**src/rtl/aes_ram.sv**
```systemverilog
module aes_ram #(
  parameter int unsigned Width = 32,
  parameter int unsigned Depth = 44
) (
  input  logic                     clk_i,
  input  logic                     we_i,
  input  logic [$clog2(Depth)-1:0] waddr_i,
  input  logic [Width-1:0]         wdata_i,
  input  logic [$clog2(Depth)-1:0] raddr_i,
  output logic [Width-1:0]         rdata_o
);
  logic [Width-1:0] mem [Depth];

  // one write port, registered read
  always_ff @(posedge clk_i) begin
    if (we_i) mem[waddr_i] <= wdata_i;
    rdata_o <= mem[raddr_i];
  end
endmodule

```
**config.mk**
```make
export PLATFORM = sky130hd
export DESIGN_NAME = aes_ram
export DESIGN_NICKNAME = d
export VERILOG_FILES = /design/src/rtl/aes_ram.sv
export SDC_FILE = /design/constraint.sdc
export NUM_CORES = 1
export LEC_CHECK = 0
export BUFFER_PORTS_ARGS = -buffer_cell sky130_fd_sc_hd__buf_2
export CAP_MARGIN = 15
export CORE_UTILIZATION = 50
export CTS_CLUSTER_SIZE = 8
export DETAILED_ROUTE_END_ITERATION = 16
export PLACE_DENSITY = 0.75
export SYNTH_ARGS = -nofsm -noshare
export SYNTH_HDL_FRONTEND = slang
export SYNTH_SLANG_ARGS = --single-unit
```
**constraint.sdc**
```tcl
create_clock -name clk_i -period 4.7 [get_ports clk_i]
set_clock_uncertainty 0.15 [all_clocks]
set_input_delay 0.235 -clock clk_i [delete_from_list [all_inputs] [get_ports clk_i]]
set_output_delay 0.235 -clock clk_i [all_outputs]
set_load 0.03 [all_outputs]
```
==> key figures <==
Synth
  • Post-synth EDFFs: roughly 1400
  • Syn_nets: ~2500
  • Syn. warnings: 0
  • Mapped Area: between 50000 and 60000 µm²
  • Synth Area in Compound Gates: 0.0338
  • Seq/Total Area, Yosys: 0.787
  • Post-Synth Simple-Gate Area: 0.0114
  • Distinct cells, synth: 33
  • Top FF cell, synth: edfxtp_1
  • Post-Synth XOR/XNOR Area: 0
  • Avg Cell Area, Syn: approximately 22 µm²
  • Seq cells post-synth: between 1000 and 1500
  • Post-Synth Adder-Cell Area: 0
  • Mux cell area share after synthesis: 0.156
  • Asr flop ratio synth: 0
  • Syn Inst Count: between 2000 and 3000
  • Largest family of logic cells by synthesized area: multiplexers

Pwr
  • Final Power: 28.6 mW
  • Leakage dissipation: 20.1 nW
  • Worst vdd ir: roughly 0.38 mV
  • Power per cell area: 453 nW/µm²

Cells and area
  • Fin nets: roughly 2800
  • Fin cells: 4271
  • Share of cells above drive strength 1: 0.257
  • Design Area, Final: 63100 µm²
  • Area grow syn2layout: 15.7%
  • Final core utilization: 0.586
  • Layout fillers: 7267

Floorplanning
  • Die H: 332 µm
  • Core Box Area: roughly 110000 µm²
  • # rows: 120
  • Ports: 78
  • DIE WIDTH: ~330 µm
  • Die area: between 100000 and 150000 µm²
  • Initial Utilization: 0.507

Run
  • Max cap viols: 0

STA
  • RSZ-0062 raised after global routing: false
  • Slew headroom: 0.220
  • Final Hold Vio Count: 0
  • Total Neg Setup Slack: 0 ns
  • Minimum clock period: around 3.2 ns
  • Final setup violation count: 0
  • Period utilisation layout: 0.689
  • Worst Max-Slew Pin Slew: ~1.2 ns
  • Slew Limit Fails: 0
  • Fmax achieved: about 310 MHz

CTS
  • CTS tree: done
  • CTS Root Cell: clkbuf_16
  • TritonCTS buffer count: 198
  • # hold bufs at CTS: 39
  • Max Root-Sink Buffers: 3
  • H-tree levels: 4
  • Setup bufs post-CTS: 0
  • Post_cts resized: 0
  • Insertion delay of the later-clocked pin in the worst-skew pair: 0.80 ns
  • Clock sink total: ~1400
  • Reg clk slew, reported paths: 0.05 ns

Route
  • 1st-iter DRT viols: 3575
  • Final WL: between 100 and 150 mm
  • Met3 wire length: 15.9 mm
  • ANT nets after route: 0
  • M1 wire length: around 53 mm
  • Pre-Repair DR Iteration Count: 5
  • Routed met2 length: 65.1 mm
  • # DRC: 0
  • Top sig layer: met5
  • Wire length per cell: ~32 µm
  • Via Count: about 28000
  • Drt via density: 6.47

Worst setup path
  • Reg-to-Reg End: rdata_o[12]$_DFF_P_
  • Crit Reg-Reg Startpoint: mem[17][12]$_DFFE_PP_
  • Worst Path Max Fanout: between 40 and 50
  • Setup crit end: rdata_o[12]$_DFF_P_
  • Required @ worst endpoint: 5.23 ns
  • R2R depth: 5
  • CP startpoint kind: input pin
  • Setup crit end kind: register
  • Crit path from: raddr_i[3]
  • Critical path class: in2reg
  • Reg-to-reg setup timing slack: between 2 and 2.5 ns
  • CP Data Arrival Time: approximately 3.8 ns

Min path
  • Hold WC Path Type: in2reg
  • WHS Path Cells: 5

Global routing
  • Vias in the first global route: roughly 29000
  • Total GRT Usage: 0.251
  • Initial antenna violation count: 3
  • Grt ovf: 0
  • Pin count of the biggest net entering global routing: about 110
  • First-pass GRT wire length: 198 mm

Place
  • GPL Wtd Cong: roughly 0.81
  • Placed Cells: between 3000 and 4000
  • Post-DP HPWL: roughly 75 mm
  • # port buffers: 77
  • Placed instance area: between 50000 and 60000 µm²

Status
  • Outcome: completed
## Yosys cell counts, drive strengths merged (6+ instances only)
| library cell | count | share of area |
|---|---|---|
| clkbuf | 74 | 0.0051 |
| o22ai | 32 | 0.0037 |
| mux2 | 64 | 0.013 |
| mux4 | 288 | 0.12 |
| o211ai | 22 | 0.0030 |
| a221oi | 32 | 0.0051 |
| nand2b | 6 | 0.00069 |
| nor2b | 6 | 0.00069 |
| a22oi | 64 | 0.0088 |
| o21ai | 54 | 0.0050 |
| mux2i | 128 | 0.023 |
| nand2 | 62 | 0.0043 |
| nor2 | 54 | 0.0037 |
| edfxtp | 1408 | 0.77 |
| dfxtp | 32 | 0.012 |
| a21oi | 74 | 0.0068 |
| o31ai | 10 | 0.0014 |
| buf | 70 | 0.0076 |
## critical path: stages
cell	delay, ns
dlygate4sd3_1	0.61
buf_4	0.30
buf_4	0.37
nor2b_2	0.95
buf_4	0.42
a22oi_1	0.12
a21oi_1	0.27
a21oi_1	0.16
o21ai_1	0.27
## report_power, final
part           internal [mW]  switching (mW)  total, mW
Sequential              14.2          0.0675       14.3
Combinational          0.464           0.859       1.32
Clock                   7.74            5.21       12.9
## cell type report
type | instances | area, µm² | area share
Antenna cell | 3 | 7.51 | 0.000119
Clock buffer | 296 | 5320 | 0.0843
Clock inverter | 17 | 322 | 0.00509
Inverter | 1 | 3.75 | 0.0000595
Multi-Input combinational cell | 915 | 11300 | 0.179
Sequential cell | 1440 | 42900 | 0.680
Tap cell | 1403 | 1760 | 0.0278
Timing Repair Buffer | 196 | 1490 | 0.0236
## cells in the final DEF, fill, tap and decap left out, types with 4 or more instances in the layout
cell type and count:
a21oi_1 74, a221oi_1 32, a22oi_1 64, buf_12 7, buf_2 73, buf_4 75
clkbuf_1 98, clkbuf_16 198, clkinv_16 6, clkinv_8 4, dfxtp_1 32, dlygate4sd3_1 39
edfxtp_1 1408, mux2_1 39, mux2_2 25, mux2i_1 128, mux4_2 288, nand2_1 62
nand2b_1 6, nand3_1 5, nor2_1 14, nor2_4 40, nor3_2 5, o211ai_1 22
o21ai_0 28, o21ai_1 26, o22ai_1 32, o31ai_1 10
## routing by layer
layer / global-route usage / vias to the layer above
li1: - / 11000
met1: 0.347 / 14600
met2: 0.392 / 1798
met5: 0 / -
met4: 0.0819 / 2
met3: 0.0634 / 255
## state kept, by name (all words and copies together) (netlist names)
signal   count
rdata_o     32
mem       1408
## worst min-delay path by stage
stage / end / start
after global placement: rdata_o[16] / rdata_o[16]$_DFF_P_
after global routing: mem[21][27]$_DFFE_PP_ / waddr_i[4]
after detailed placement: rdata_o[16] / rdata_o[16]$_DFF_P_
final: rdata_o[24]$_DFF_P_ / raddr_i[2]
after CTS: rdata_o[24]$_DFF_P_ / raddr_i[2]
after floorplan: mem[0][0]$_DFFE_PP_ / wdata_i[0]
## stage by stage
stage	hold slack (ns)	setup WS (ns)
floorplan	0.184	0.520
global placement	0.524	1.46
detailed placement	0.532	1.40
CTS	0.0959	1.62
global route	0.166	1.46
finish	0.151	1.46
## cells by family (layout without fill, tap and decap cells)
| logic type | Yosys count | after routing |
|---|---|---|
| other | 0 | 3 |
| AO/OA/AOI/OAI | 288 | 288 |
| multiplexers | 480 | 480 |
| flip-flops | 1440 | 1440 |
| buffers and inverters | 145 | 510 |
| AND/OR/NAND/NOR | 147 | 147 |
No activity file was read; power rests on OpenSTA's default activity.
